--- config.mk ---
export PLATFORM = sky130hd
export DESIGN_NAME = waypoint_turn_then_drive_controller_flat
export DESIGN_NICKNAME = d
export VERILOG_FILES = /design/src/rtl/wtd_pkg.sv /design/src/rtl/wtd_if.sv /design/src/rtl/wtd_ram.sv /design/src/rtl/waypoint_turn_then_drive_controller.sv /design/src/flat_wrapper.sv
export SDC_FILE = /design/constraint.sdc
export NUM_CORES = 2
export LEC_CHECK = 0
export BUFFER_PORTS_ARGS = -buffer_cell sky130_fd_sc_hd__buf_2
export CAP_MARGIN = 20
export CORE_AREA = 2 2 473 475
export CTS_BUF_LIST = sky130_fd_sc_hd__clkbuf_8
export CTS_CLUSTER_DIAMETER = 40
export DETAILED_ROUTE_END_ITERATION = 7
export DIE_AREA = 0 0 475 477
export PLACE_DENSITY = 0.68
export SYNTH_ARGS = -nofsm -noshare
export SYNTH_HDL_FRONTEND = slang
export SYNTH_HIERARCHICAL = 1
export SYNTH_SLANG_ARGS = --single-unit
--- constraint.sdc ---
create_clock -name clock -period 16.45 [get_ports clock]
set_input_delay 0.8225 -clock clock [delete_from_list [all_inputs] [get_ports clock]]
set_output_delay 0.8225 -clock clock [all_outputs]
set_load 0.02 [all_outputs]
--- src/rtl/wtd_pkg.sv ---
`timescale 1ns / 1ps
`default_nettype none
package wtd_pkg;

   // waypoint table
   localparam int WAYPOINT_DEPTH = 64;
   localparam int IDX_W          = $clog2(WAYPOINT_DEPTH);
   localparam int CNT_W          = $clog2(WAYPOINT_DEPTH + 1);
   localparam int ENTRY_W        = 32;

   // field widths
   localparam int POS_W   = 16;
   localparam int DIFF_W  = 17;
   localparam int FWD_W   = 17;
   localparam int ANG_W   = 16;
   localparam int DWELL_W = 9;

   // configuration port
   localparam int CSR_ADDR_W = 2;
   localparam int CSR_DATA_W = 15;
   localparam int CD_W       = 10;
   localparam int HDG_W      = 15;
   localparam int WAIT_W     = 8;

   typedef enum logic [CSR_ADDR_W-1:0] {
      CSR_CLOSE_DISTANCE = 2'd0,
      CSR_HEADING_ENTER  = 2'd1,
      CSR_HEADING_EXIT   = 2'd2,
      CSR_WAIT_TICKS     = 2'd3
   } csr_addr_type;

   localparam logic [CD_W-1:0]   CLOSE_DISTANCE_RST = CD_W'(50);
   localparam logic [HDG_W-1:0]  HEADING_ENTER_RST  = HDG_W'(364);
   localparam logic [HDG_W-1:0]  HEADING_EXIT_RST   = HDG_W'(1092);
   localparam logic [WAIT_W-1:0] WAIT_TICKS_RST     = WAIT_W'(20);

   // iterative unit
   localparam int CORDIC_W     = 28;
   localparam int CORDIC_STEPS = 15;
   localparam int SQ_W         = 34;
   localparam int SQRT_STEPS   = 17;
   localparam int STEP_W       = $clog2(SQRT_STEPS);
   localparam int SHIFT_W      = $clog2(CORDIC_STEPS);
   localparam int BIT_SH_W     = $clog2(SQ_W);

   localparam logic [ANG_W-1:0] HALF_TURN = ANG_W'(32768);

   typedef enum logic [6:0] {
      ST_IDLE = 7'b0000001,
      ST_READ = 7'b0000010,
      ST_SQX  = 7'b0000100,
      ST_SQY  = 7'b0001000,
      ST_LIM  = 7'b0010000,
      ST_ITER = 7'b0100000,
      ST_FIN  = 7'b1000000
   } state_type;

   // arctangent of 2^-i in binary angle units
   function automatic logic [ANG_W-1:0] atan_step(input logic [SHIFT_W-1:0] i);
      logic [ANG_W-1:0] v;
      case (i)
         4'd0:    v = ANG_W'(8192);
         4'd1:    v = ANG_W'(4836);
         4'd2:    v = ANG_W'(2555);
         4'd3:    v = ANG_W'(1297);
         4'd4:    v = ANG_W'(651);
         4'd5:    v = ANG_W'(326);
         4'd6:    v = ANG_W'(163);
         4'd7:    v = ANG_W'(81);
         4'd8:    v = ANG_W'(41);
         4'd9:    v = ANG_W'(20);
         4'd10:   v = ANG_W'(10);
         4'd11:   v = ANG_W'(5);
         4'd12:   v = ANG_W'(3);
         4'd13:   v = ANG_W'(1);
         4'd14:   v = ANG_W'(1);
         default: v = '0;
      endcase
      return v;
   endfunction

endpackage
`default_nettype wire

--- src/rtl/wtd_if.sv ---
`timescale 1ns / 1ps
`default_nettype none

interface wtd_req_if;
   logic                                valid;
   logic                                ready;
   logic                                func;
   logic signed [wtd_pkg::POS_W-1:0]    pose_x;
   logic signed [wtd_pkg::POS_W-1:0]    pose_y;
   logic signed [wtd_pkg::ANG_W-1:0]    pose_heading;
   logic signed [wtd_pkg::POS_W-1:0]    waypoint_x;
   logic signed [wtd_pkg::POS_W-1:0]    waypoint_y;

   modport source (output valid, func, pose_x, pose_y, pose_heading, waypoint_x, waypoint_y,
                   input ready);
   modport sink   (input valid, func, pose_x, pose_y, pose_heading, waypoint_x, waypoint_y,
                   output ready);
endinterface

interface wtd_rsp_if;
   logic                                valid;
   logic                                ready;
   logic        [wtd_pkg::FWD_W-1:0]    forward_mm;
   logic signed [wtd_pkg::ANG_W-1:0]    turn_angle;
   logic                                plan_done;

   modport source (output valid, forward_mm, turn_angle, plan_done, input ready);
   modport sink   (input valid, forward_mm, turn_angle, plan_done, output ready);
endinterface

interface wtd_csr_if;
   logic                                valid;
   logic                                ready;
   logic [wtd_pkg::CSR_ADDR_W-1:0]      addr;
   logic [wtd_pkg::CSR_DATA_W-1:0]      data;

   modport source (output valid, addr, data, input ready);
   modport sink   (input valid, addr, data, output ready);
endinterface

`default_nettype wire

--- src/rtl/wtd_ram.sv ---
`timescale 1ns / 1ps
`default_nettype none
module wtd_ram #(
   parameter int WIDTH = 32,
   parameter int DEPTH = 64
) (
   input  wire logic                     clock,
   input  wire logic                     wr_en,
   input  wire logic [$clog2(DEPTH)-1:0] wr_addr,
   input  wire logic [WIDTH-1:0]         wr_data,
   input  wire logic                     rd_en,
   input  wire logic [$clog2(DEPTH)-1:0] rd_addr,
   output      logic [WIDTH-1:0]         rd_data
);

   logic [WIDTH-1:0] mem [DEPTH];

   always_ff @(posedge clock) begin
      if (wr_en) begin
         mem[wr_addr] <= wr_data;
      end
      if (rd_en) begin
         rd_data <= mem[rd_addr];
      end
   end

endmodule
`default_nettype wire

--- src/rtl/waypoint_turn_then_drive_controller.sv ---
`timescale 1ns / 1ps
`default_nettype none
// Waypoint follower, turn then drive. A load item (func 0) appends a waypoint to a
// 64-entry table and is dropped when the table is full; it gives no result. A pose
// item (func 1) aims at the current waypoint and gives exactly one result: while the
// heading error is inside the hysteresis window the block drives (forward_mm is the
// floored distance), otherwise it turns (turn_angle is the wrapped heading error).
// When the plan is done a pose item gives forward 0, turn 0 and plan_done 1 straight
// from the idle state. A pose item with work to do runs one table read, three passes
// through a shared 17x17 squarer (dx, dy and the arrival radius), then 17 steps of a
// shared iteration unit that runs one CORDIC vectoring step (first 15 steps) and one
// digit of the square root per cycle, and a final state that settles dwell,
// hysteresis and outputs before its result is valid. The block takes no new item
// while a pose item is in flight or a result waits in the output register. The csr
// port is always ready; write it only while the block is idle. Entries at or beyond
// the fill count are read when the plan is done, but that read data is not used.
module waypoint_turn_then_drive_controller (
   input wire logic  clock,
   input wire logic  reset,
   wtd_req_if.sink   req_bus,
   wtd_rsp_if.source rsp_bus,
   wtd_csr_if.sink   csr_bus
);
   import wtd_pkg::*;

   // sequencer and bookkeeping
   state_type              state_ff, state_in;
   logic [CNT_W-1:0]       count_ff, count_in;
   logic [CNT_W-1:0]       cur_ff, cur_in;
   logic [DWELL_W-1:0]     dwell_ff, dwell_in;
   logic                   aligned_ff, aligned_in;
   logic [STEP_W-1:0]      step_ff, step_in;

   // configuration
   logic [CD_W-1:0]        close_distance_ff;
   logic [HDG_W-1:0]       heading_enter_ff;
   logic [HDG_W-1:0]       heading_exit_ff;
   logic [WAIT_W-1:0]      wait_ticks_ff;

   // per item datapath
   logic signed [POS_W-1:0]    pose_x_ff, pose_x_in;
   logic signed [POS_W-1:0]    pose_y_ff, pose_y_in;
   logic        [ANG_W-1:0]    heading_ff, heading_in;
   logic signed [DIFF_W-1:0]   dx_ff, dx_in;
   logic signed [DIFF_W-1:0]   dy_ff, dy_in;
   logic        [SQ_W-1:0]     d2_ff, d2_in;
   logic                       close_ff, close_in;
   logic                       zero_ff, zero_in;
   logic signed [CORDIC_W-1:0] cx_ff, cx_in;
   logic signed [CORDIC_W-1:0] cy_ff, cy_in;
   logic        [ANG_W-1:0]    cz_ff, cz_in;
   logic        [SQ_W-1:0]     rem_ff, rem_in;
   logic        [SQ_W-1:0]     root_ff, root_in;

   // result register
   logic                       rsp_valid_ff, rsp_valid_in;
   logic        [FWD_W-1:0]    fwd_ff, fwd_in;
   logic signed [ANG_W-1:0]    turn_ff, turn_in;
   logic                       done_ff, done_in;

   // table memory
   logic                       ram_wr_en;
   logic                       ram_rd_en;
   logic [ENTRY_W-1:0]         ram_rd_data;

   // combinational helpers
   logic                       req_fire;
   logic signed [DIFF_W-1:0]   mul_a;
   logic signed [SQ_W-1:0]     mul_p;
   logic signed [CORDIC_W-1:0] x0, y0;
   logic signed [CORDIC_W-1:0] xs, ys;
   logic [SHIFT_W-1:0]         sh;
   logic [BIT_SH_W-1:0]        bit_sh;
   logic [SQ_W-1:0]            sq_bit, sq_sum;
   logic [ANG_W-1:0]           ang, err;
   logic [ANG_W:0]             mag;
   logic [HDG_W-1:0]           thr;
   logic [DWELL_W-1:0]         dwell_inc;
   logic                       advance;
   logic [CNT_W-1:0]           cur_next;
   logic signed [POS_W-1:0]    aim_x, aim_y;

   assign req_fire      = req_bus.valid && req_bus.ready;
   assign req_bus.ready = (state_ff == ST_IDLE) && !rsp_valid_ff;
   assign csr_bus.ready = 1'b1;

   assign rsp_bus.valid      = rsp_valid_ff;
   assign rsp_bus.forward_mm = fwd_ff;
   assign rsp_bus.turn_angle = turn_ff;
   assign rsp_bus.plan_done  = done_ff;

   // table write on load items with room left, read of the current aim on pose items
   assign ram_wr_en = req_fire && !req_bus.func && (count_ff < CNT_W'(WAYPOINT_DEPTH));
   assign ram_rd_en = req_fire && req_bus.func;

   wtd_ram #(
      .WIDTH(ENTRY_W),
      .DEPTH(WAYPOINT_DEPTH)
   ) u_table (
      .clock   (clock),
      .wr_en   (ram_wr_en),
      .wr_addr (count_ff[IDX_W-1:0]),
      .wr_data ({req_bus.waypoint_x, req_bus.waypoint_y}),
      .rd_en   (ram_rd_en),
      .rd_addr (cur_ff[IDX_W-1:0]),
      .rd_data (ram_rd_data)
   );

   assign aim_x = ram_rd_data[ENTRY_W-1:POS_W];
   assign aim_y = ram_rd_data[POS_W-1:0];

   // shared squarer: dx, then dy, then the arrival radius
   always_comb begin
      case (state_ff)
         ST_SQX:  mul_a = dx_ff;
         ST_SQY:  mul_a = dy_ff;
         default: mul_a = $signed({{(DIFF_W-CD_W){1'b0}}, close_distance_ff});
      endcase
   end
   assign mul_p = mul_a * mul_a;

   // cordic start vector: dx*256, dy*256, folded into the right half plane
   assign x0 = CORDIC_W'(dx_ff) <<< 8;
   assign y0 = CORDIC_W'(dy_ff) <<< 8;

   // one square root digit per step, and one cordic rotation in each of the first 15 steps
   assign sh     = step_ff[SHIFT_W-1:0];
   assign xs     = cx_ff >>> sh;
   assign ys     = cy_ff >>> sh;
   assign bit_sh = BIT_SH_W'(2 * (SQRT_STEPS - 1)) - BIT_SH_W'({step_ff, 1'b0});
   assign sq_bit = SQ_W'(1) << bit_sh;
   assign sq_sum = root_ff + sq_bit;

   // heading error and hysteresis threshold
   assign ang = zero_ff ? '0 : cz_ff;
   assign err = ang - heading_ff;
   assign mag = err[ANG_W-1] ? ((ANG_W+1)'(0) - {err[ANG_W-1], err}) : {1'b0, err};
   assign thr = aligned_ff ? heading_exit_ff : heading_enter_ff;

   // dwell counter and waypoint advance
   assign dwell_inc = dwell_ff + DWELL_W'(1);
   assign advance   = close_ff && (dwell_inc > {1'b0, wait_ticks_ff});
   assign cur_next  = advance ? cur_ff + CNT_W'(1) : cur_ff;

   always_comb begin
      state_in     = state_ff;
      count_in     = count_ff;
      cur_in       = cur_ff;
      dwell_in     = dwell_ff;
      aligned_in   = aligned_ff;
      step_in      = step_ff;
      pose_x_in    = pose_x_ff;
      pose_y_in    = pose_y_ff;
      heading_in   = heading_ff;
      dx_in        = dx_ff;
      dy_in        = dy_ff;
      d2_in        = d2_ff;
      close_in     = close_ff;
      zero_in      = zero_ff;
      cx_in        = cx_ff;
      cy_in        = cy_ff;
      cz_in        = cz_ff;
      rem_in       = rem_ff;
      root_in      = root_ff;
      rsp_valid_in = rsp_valid_ff && !rsp_bus.ready;
      fwd_in       = fwd_ff;
      turn_in      = turn_ff;
      done_in      = done_ff;

      case (state_ff)
         ST_IDLE: begin
            if (req_fire) begin
               if (!req_bus.func) begin
                  if (ram_wr_en) begin
                     count_in = count_ff + CNT_W'(1);
                  end
               end else if (cur_ff >= count_ff) begin
                  // plan done: answer at once, no state change
                  rsp_valid_in = 1'b1;
                  fwd_in       = '0;
                  turn_in      = '0;
                  done_in      = 1'b1;
               end else begin
                  pose_x_in  = req_bus.pose_x;
                  pose_y_in  = req_bus.pose_y;
                  heading_in = req_bus.pose_heading;
                  state_in   = ST_READ;
               end
            end
         end
         ST_READ: begin
            dx_in    = DIFF_W'(aim_x) - DIFF_W'(pose_x_ff);
            dy_in    = DIFF_W'(aim_y) - DIFF_W'(pose_y_ff);
            state_in = ST_SQX;
         end
         ST_SQX: begin
            d2_in    = $unsigned(mul_p);
            zero_in  = (dx_ff == '0) && (dy_ff == '0);
            state_in = ST_SQY;
         end
         ST_SQY: begin
            d2_in    = d2_ff + $unsigned(mul_p);
            state_in = ST_LIM;
         end
         ST_LIM: begin
            close_in = d2_ff < $unsigned(mul_p);
            if (dx_ff[DIFF_W-1]) begin
               cx_in = -x0;
               cy_in = -y0;
               cz_in = HALF_TURN;
            end else begin
               cx_in = x0;
               cy_in = y0;
               cz_in = '0;
            end
            rem_in   = d2_ff;
            root_in  = '0;
            step_in  = '0;
            state_in = ST_ITER;
         end
         ST_ITER: begin
            if (step_ff < STEP_W'(CORDIC_STEPS)) begin
               if (!cy_ff[CORDIC_W-1]) begin
                  cx_in = cx_ff + ys;
                  cy_in = cy_ff - xs;
                  cz_in = cz_ff + atan_step(sh);
               end else begin
                  cx_in = cx_ff - ys;
                  cy_in = cy_ff + xs;
                  cz_in = cz_ff - atan_step(sh);
               end
            end
            if (rem_ff >= sq_sum) begin
               rem_in  = rem_ff - sq_sum;
               root_in = (root_ff >> 1) + sq_bit;
            end else begin
               root_in = root_ff >> 1;
            end
            if (step_ff == STEP_W'(SQRT_STEPS - 1)) begin
               state_in = ST_FIN;
            end else begin
               step_in = step_ff + STEP_W'(1);
            end
         end
         ST_FIN: begin
            if (!close_ff || advance) begin
               dwell_in = '0;
            end else begin
               dwell_in = dwell_inc;
            end
            cur_in = cur_next;
            if (mag < (ANG_W+1)'(thr)) begin
               aligned_in = 1'b1;
               fwd_in     = root_ff[FWD_W-1:0];
               turn_in    = '0;
            end else begin
               aligned_in = 1'b0;
               fwd_in     = '0;
               turn_in    = err;
            end
            done_in      = (cur_next == count_ff);
            rsp_valid_in = 1'b1;
            state_in     = ST_IDLE;
         end
         default: begin
            state_in = ST_IDLE;
         end
      endcase
   end

   // control state
   always_ff @(posedge clock) begin
      if (reset) begin
         state_ff     <= ST_IDLE;
         count_ff     <= '0;
         cur_ff       <= '0;
         dwell_ff     <= '0;
         aligned_ff   <= 1'b0;
         step_ff      <= '0;
         rsp_valid_ff <= 1'b0;
      end else begin
         state_ff     <= state_in;
         count_ff     <= count_in;
         cur_ff       <= cur_in;
         dwell_ff     <= dwell_in;
         aligned_ff   <= aligned_in;
         step_ff      <= step_in;
         rsp_valid_ff <= rsp_valid_in;
      end
   end

   // configuration registers, unknown indexes fall through
   always_ff @(posedge clock) begin
      if (reset) begin
         close_distance_ff <= CLOSE_DISTANCE_RST;
         heading_enter_ff  <= HEADING_ENTER_RST;
         heading_exit_ff   <= HEADING_EXIT_RST;
         wait_ticks_ff     <= WAIT_TICKS_RST;
      end else if (csr_bus.valid && csr_bus.ready) begin
         case (csr_addr_type'(csr_bus.addr))
            CSR_CLOSE_DISTANCE: close_distance_ff <= csr_bus.data[CD_W-1:0];
            CSR_HEADING_ENTER:  heading_enter_ff  <= csr_bus.data[HDG_W-1:0];
            CSR_HEADING_EXIT:   heading_exit_ff   <= csr_bus.data[HDG_W-1:0];
            CSR_WAIT_TICKS:     wait_ticks_ff     <= csr_bus.data[WAIT_W-1:0];
            default: begin
            end
         endcase
      end
   end

   // payload registers
   always_ff @(posedge clock) begin
      pose_x_ff  <= pose_x_in;
      pose_y_ff  <= pose_y_in;
      heading_ff <= heading_in;
      dx_ff      <= dx_in;
      dy_ff      <= dy_in;
      d2_ff      <= d2_in;
      close_ff   <= close_in;
      zero_ff    <= zero_in;
      cx_ff      <= cx_in;
      cy_ff      <= cy_in;
      cz_ff      <= cz_in;
      rem_ff     <= rem_in;
      root_ff    <= root_in;
      fwd_ff     <= fwd_in;
      turn_ff    <= turn_in;
      done_ff    <= done_in;
   end

`ifndef SYNTH
   // the aim index never runs past the fill count
   a_cur_in_range: assert property (@(posedge clock) disable iff (reset)
      cur_ff <= count_ff)
      else $error("current index beyond waypoint count");

   // a result either drives or turns, never both
   a_drive_or_turn: assert property (@(posedge clock) disable iff (reset)
      rsp_valid_ff |-> (fwd_ff == '0 || turn_ff == '0))
      else $error("result both drives and turns");

   // a result appears only from the final step or the plan-done shortcut
   a_rsp_source: assert property (@(posedge clock) disable iff (reset)
      $rose(rsp_valid_ff) |-> $past(state_ff == ST_FIN || state_ff == ST_IDLE))
      else $error("result raised from an unexpected state");

   // the iteration counter stays inside the square root length
   a_step_bound: assert property (@(posedge clock) disable iff (reset)
      state_ff == ST_ITER |-> step_ff < STEP_W'(SQRT_STEPS))
      else $error("iteration step out of range");
`endif

endmodule
`default_nettype wire
--- src/flat_wrapper.sv ---
// flat-port wrapper written by rule: the top's interface ports become plain ports
module waypoint_turn_then_drive_controller_flat import wtd_pkg::*;
  (clock, reset, req_bus_valid, req_bus_func, req_bus_pose_x, req_bus_pose_y, req_bus_pose_heading, req_bus_waypoint_x, req_bus_waypoint_y, req_bus_ready, rsp_bus_valid, rsp_bus_forward_mm, rsp_bus_turn_angle, rsp_bus_plan_done, rsp_bus_ready, csr_bus_valid, csr_bus_addr, csr_bus_data, csr_bus_ready);
  wtd_req_if req_bus_i ();
  wtd_rsp_if rsp_bus_i ();
  wtd_csr_if csr_bus_i ();
  input wire logic clock;
  input wire logic reset;
  input wire logic [$bits(req_bus_i.valid)-1:0] req_bus_valid;
  input wire logic [$bits(req_bus_i.func)-1:0] req_bus_func;
  input wire logic [$bits(req_bus_i.pose_x)-1:0] req_bus_pose_x;
  input wire logic [$bits(req_bus_i.pose_y)-1:0] req_bus_pose_y;
  input wire logic [$bits(req_bus_i.pose_heading)-1:0] req_bus_pose_heading;
  input wire logic [$bits(req_bus_i.waypoint_x)-1:0] req_bus_waypoint_x;
  input wire logic [$bits(req_bus_i.waypoint_y)-1:0] req_bus_waypoint_y;
  output wire logic [$bits(req_bus_i.ready)-1:0] req_bus_ready;
  output wire logic [$bits(rsp_bus_i.valid)-1:0] rsp_bus_valid;
  output wire logic [$bits(rsp_bus_i.forward_mm)-1:0] rsp_bus_forward_mm;
  output wire logic [$bits(rsp_bus_i.turn_angle)-1:0] rsp_bus_turn_angle;
  output wire logic [$bits(rsp_bus_i.plan_done)-1:0] rsp_bus_plan_done;
  input wire logic [$bits(rsp_bus_i.ready)-1:0] rsp_bus_ready;
  input wire logic [$bits(csr_bus_i.valid)-1:0] csr_bus_valid;
  input wire logic [$bits(csr_bus_i.addr)-1:0] csr_bus_addr;
  input wire logic [$bits(csr_bus_i.data)-1:0] csr_bus_data;
  output wire logic [$bits(csr_bus_i.ready)-1:0] csr_bus_ready;
  assign req_bus_i.valid = req_bus_valid;
  assign req_bus_i.func = req_bus_func;
  assign req_bus_i.pose_x = req_bus_pose_x;
  assign req_bus_i.pose_y = req_bus_pose_y;
  assign req_bus_i.pose_heading = req_bus_pose_heading;
  assign req_bus_i.waypoint_x = req_bus_waypoint_x;
  assign req_bus_i.waypoint_y = req_bus_waypoint_y;
  assign req_bus_ready = req_bus_i.ready;
  assign rsp_bus_valid = rsp_bus_i.valid;
  assign rsp_bus_forward_mm = rsp_bus_i.forward_mm;
  assign rsp_bus_turn_angle = rsp_bus_i.turn_angle;
  assign rsp_bus_plan_done = rsp_bus_i.plan_done;
  assign rsp_bus_i.ready = rsp_bus_ready;
  assign csr_bus_i.valid = csr_bus_valid;
  assign csr_bus_i.addr = csr_bus_addr;
  assign csr_bus_i.data = csr_bus_data;
  assign csr_bus_ready = csr_bus_i.ready;
  waypoint_turn_then_drive_controller u_core (.clock(clock), .reset(reset), .req_bus(req_bus_i), .rsp_bus(rsp_bus_i), .csr_bus(csr_bus_i));
endmodule
==> run_results.csv <==
group,metric,value,unit
setup_path,worst_ep_required_time,17230,ps
die,core,221000,µm²
sta,relSlewSlack,21.5,%
yosys,syn_avg_cell_area,15.2,µm²
route,avgViaCountPerCell,6.12,
route,dr.pass1.iters,7,
setup_path,worstPathArrival,13210,ps
setup_path,slowest_delay,950,ps
clocking,clock_latency,1130,ps
yosys,synthSimpleGateAreaFrac,6.22,%
cells_and_area,fin_area,135000,µm²
setup_path,reg2reg_slack,4010,ps
global_routing,grt_pass1_vias,72400,
yosys,synth_top_family_by_area,"multiplexers",
route,via_count,72000,
run,cap_violations,0,
route,wl_met1,126000,µm
yosys,synth_edf_count,2372,
power_and_ir_drop,power_density,94.9,nW/µm²
cells_and_area,synthToLayoutAreaGrowth,11.2,%
yosys,yosys.area_share.xor_xnor,2.65,%
power_and_ir_drop,ir_worst_vdd,93.0,µV
clocking,cts_buffer_depth,4,
clocking,cts_hold_buffers,54,
placed_design,place.gp.congestion,0.923,
route,drc,0,
setup_path,timing.rr.end,"u_core/d2_ff[32]",
cells_and_area,layout-drive-gt1-share,18.4,%
global_routing,grt_max_degree,119,
route,drt_iter0_markers,7289,
sta,fin_crit,12440,ps
sta,max_freq,0.0804,GHz
setup_path,r2r-start,"u_core/state_ff[5]",
yosys,yosysWarnings,6,
yosys,synth_area_leaders,"edfxtp_1 59%, mux4_2 11%, fa_1 4.6%, ha_1 4.0%, nor2_1 1.7%",
clocking,cts_buffers,426,
power_and_ir_drop,power.switching,0.00285,W
yosys,synth.area.mux_share,12.8,%
die,num_io_pins,140,
clocking,clkTransAtPathRegs,60,ps
clocking,htree_levels,5,
power_and_ir_drop,swShare,22.3,%
clocking,cts_root_buf,"clkbuf_8",
route,dr_wl_met3,28200,µm
sta,setup_tns,0,ps
die,dieArea,227000,µm²
clocking,cts_sinks,2471,
min_path,hold_class,"in -> reg",
power_and_ir_drop,p_seq_share,54.2,%
setup_path,worst_setup_path_start_kind,"flip-flop",
cells_and_area,final_core_util,60.8,%
sta,tightestPinTransition,1170,ps
cells_and_area,nNetsFinal,9221,
route,wire_per_inst,26.6,µm
route,detail-route-antenna-nets,0,
setup_path,crit_path_max_fanout,50,
setup_path,worstSetupStartpoint,"u_core/state_ff[5]",
power_and_ir_drop,power.share.clock,41.6,%
global_routing,antenna_found_initial,27,
yosys,synthArstFlopShare,0,%
yosys,netlist.area_leader.share,58.8,%
clocking,cts.repair.resized,0,
yosys,synth_cell_type_count,95,
power_and_ir_drop,finalPower,0.0128,W
power_and_ir_drop,pwr-share-comb,4.2,%
sta,rsz0062_at_grt,"no",
die,die_height,477,µm
yosys,syn_area,121000,µm²
setup_path,timing_worst_setup_path_type,"reg -> reg",
setup_path,worst_path_max_delay_cell,"and3b_2",
route,dr_wl_met2,148000,µm
cells_and_area,fillers,16400,
clocking,cts_setup_buffers,0,
route,routed_wl,313000,µm
min_path,min_from,"req_bus_pose_y[5]",
sta,finalHoldViolations,0,
run_status,outcome,"completed",
yosys,synth_ff_type,"edfxtp_1",
yosys,synth.net_count,8759,
yosys,synthCells,7988,
global_routing,grt_util_all_layers,27.7,%
yosys,synthAdderAreaFrac,8.61,%
placed_design,post-dp-hpwl,201000,µm
setup_path,cp-end-kind,"flip-flop",
cells_and_area,seq_area,73200,µm²
sta,finalClockSkew,107,ps
global_routing,gr-total-overflow,0,
power_and_ir_drop,p_int,0.00993,W
yosys,yosys.area.top_type,"edfxtp_1",
die,num_rows,173,
setup_path,ff2ff_path_depth,38,
die,die_w,475,µm
yosys,ys_seq_area_share,60.4,%
route,routed.top_layer,"met5",
power_and_ir_drop,leakagePower,47.1,nW
sta,finalCritPeriodShare,75.6,%
yosys,ys_seq_elements,2471,
die,initial_core_util,54.7,%
yosys,synth-compound-area-share,6.27,%
placed_design,io_buffers,138,
sta,setup_viol,0,
clocking,cts_tree,"built",
placed_design,placedInstanceArea,126000,µm²
cells_and_area,multi_input_area,44900,µm²
setup_path,crit_path_end,"u_core/d2_ff[32]",
sta,slew_viol_final,0,
global_routing,grt_pass1_wl,464000,µm
cell type report:
cell class,count,share of cell area [%]
clock inverter,323,1.53
inverter,538,1.50
sequential,2471,54.4
tap,2975,2.76
multi-input combinational,4644,33.3
antenna,14,0.0260
timing repair buffer,369,2.06
clock buffer,435,4.44
worst max-delay path, delay by kind of cell, from the launching register on:
| family | cells | cell delay (ps) |
|---|---|---|
| and+or+nand+nor | 10 | 3380 |
| DFF | 1 | 330 |
| adders and majority gates | 8 | 3460 |
| buffers and inverters | 5 | 1010 |
| xor gates and xnor gates | 1 | 250 |
| AOI/OAI and AO/OA | 14 | 3710 |
cells by family (layout without fill, tap and decap cells):
kind of cell / after synthesis / after routing
compound gates: 1210 / 1210
other cells: 1 / 15
flops: 2471 / 2471
xor+xnor: 366 / 366
mux: 780 / 780
buf+inv: 873 / 1665
fa+ha+maj: 668 / 668
simple gates: 1619 / 1619
worst min-delay path by stage:
stage                                              to  slack, ps  cells past startpoint
after global routing              u_core/pose_y_ff[1]         -8                      1
final                             u_core/pose_y_ff[5]         80                      1
after global placement      u_core/heading_exit_ff[4]        440                      2
after CTS                   u_core/heading_exit_ff[2]        0.2                      3
after detailed placement      u_core/wait_ticks_ff[6]        450                      2
after floorplan           u_core/close_distance_ff[2]        430                      2
layout by cell type (no fill, tap or decap), types with 26 or more instances in the layout:
master / Yosys / routed
clkbuf_8: 0 / 435
nor2b_1: 83 / 83
clkinv_2: 0 / 50
o21bai_1: 39 / 39
edfxtp_1: 2372 / 2372
buf_2: 75 / 138
o21a_1: 40 / 40
nand3b_1: 26 / 26
clkinv_1: 6 / 92
buf_4: 26 / 159
nand2b_1: 58 / 58
nor3_1: 74 / 71
o221ai_1: 29 / 29
nor2_1: 538 / 475
o31ai_1: 31 / 31
a211oi_1: 28 / 27
xor2_1: 140 / 140
a21o_1: 72 / 72
a21oi_1: 389 / 389
dfxtp_1: 99 / 90
a31oi_1: 49 / 49
dlygate4sd3_1: 0 / 54
or3_1: 38 / 38
o22ai_1: 92 / 92
xnor2_1: 226 / 226
fa_1: 276 / 276
o21ai_0: 247 / 246
mux2i_1: 145 / 145
nor2_4: 0 / 63
and3_1: 48 / 48
ha_1: 392 / 392
mux4_2: 594 / 594
and2_1: 57 / 57
nand2_1: 506 / 505
nand3_1: 74 / 74
inv_1: 532 / 658
power by group through the flow:
stage / clock network (W) / registers (W) / logic, W
3_5_place_dp: 0 / 0.00706 / 0.000508
3_3_place_gp: 0 / 0.00706 / 0.000493
4_1_cts: 0.00541 / 0.00693 / 0.000521
2_1_floorplan: 0 / 0.00706 / 0.000280
5_1_grt: 0.00568 / 0.00692 / 0.000583
6_report: 0.00532 / 0.00692 / 0.000535
routing by layer:
metal	vias to the layer above	GRT usage (%)
li1	31500	-
met3	610	5.16
met1	36700	39.3
met2	3253	43.5
met5	-	0
met4	16	9.53
registers in the layout, indices dropped and copies added, names as in the netlist, 7 cells and up, named ones only:
| register | flops |
|---|---|
| u_core/root_ff | 34 |
| u_core/heading_exit_ff | 15 |
| u_core/wait_ticks_ff | 8 |
| u_core/cur_ff | 7 |
| u_core/dy_ff | 17 |
| u_core/count_ff | 7 |
| u_core/heading_ff | 16 |
| u_core/rem_ff | 34 |
| u_core/state_ff | 7 |
| u_core/dwell_ff | 9 |
| u_core/cy_ff | 28 |
| u_core/pose_y_ff | 16 |
| u_core/d2_ff | 34 |
| u_core/pose_x_ff | 16 |
| u_core/dx_ff | 17 |
| u_core/rsp_bus.turn_angle | 16 |
| u_core/u_table/mem | 2048 |
| u_core/close_distance_ff | 10 |
| u_core/rsp_bus.forward_mm | 17 |
| u_core/cx_ff | 28 |
| u_core/heading_enter_ff | 15 |
| u_core/u_table/rd_data | 32 |
| u_core/cz_ff | 16 |
metrics by stage:
stage                     setup WS (ps)  hold slack (ps)  std cells
final                              4010             80.7      11800
after global routing               2960            -7.79      11800
after CTS                          4050            0.185      11700
after detailed placement           4100              448      10900
after global placement             4250              442      10900
after floorplan                    6580              432       7988
cells in the mapped netlist (14+ instances only):
cell type,number
edfxtp_1,2372
mux4_2,594
nor2_1,538
inv_1,532
nand2_1,506
ha_1,392
a21oi_1,389
fa_1,276
o21ai_0,247
xnor2_1,226
clkbuf_1,186
mux2i_1,145
xor2_1,140
dfxtp_1,99
o22ai_1,92
nor2b_1,83
buf_2,75
nand3_1,74
nor3_1,74
a21o_1,72
nand2b_1,58
and2_1,57
a31oi_1,49
and3_1,48
o21a_1,40
o21bai_1,39
or3_1,38
buf_1,36
o31ai_1,31
o221ai_1,29
a211oi_1,28
buf_4,26
nand3b_1,26
mux2_2,24
nand4_1,23
a22oi_1,20
mux4_1,17
o211ai_1,16
a311oi_1,14
nor3b_1,14
nor4_1,14
No activity file was read; power rests on OpenSTA's default activity.
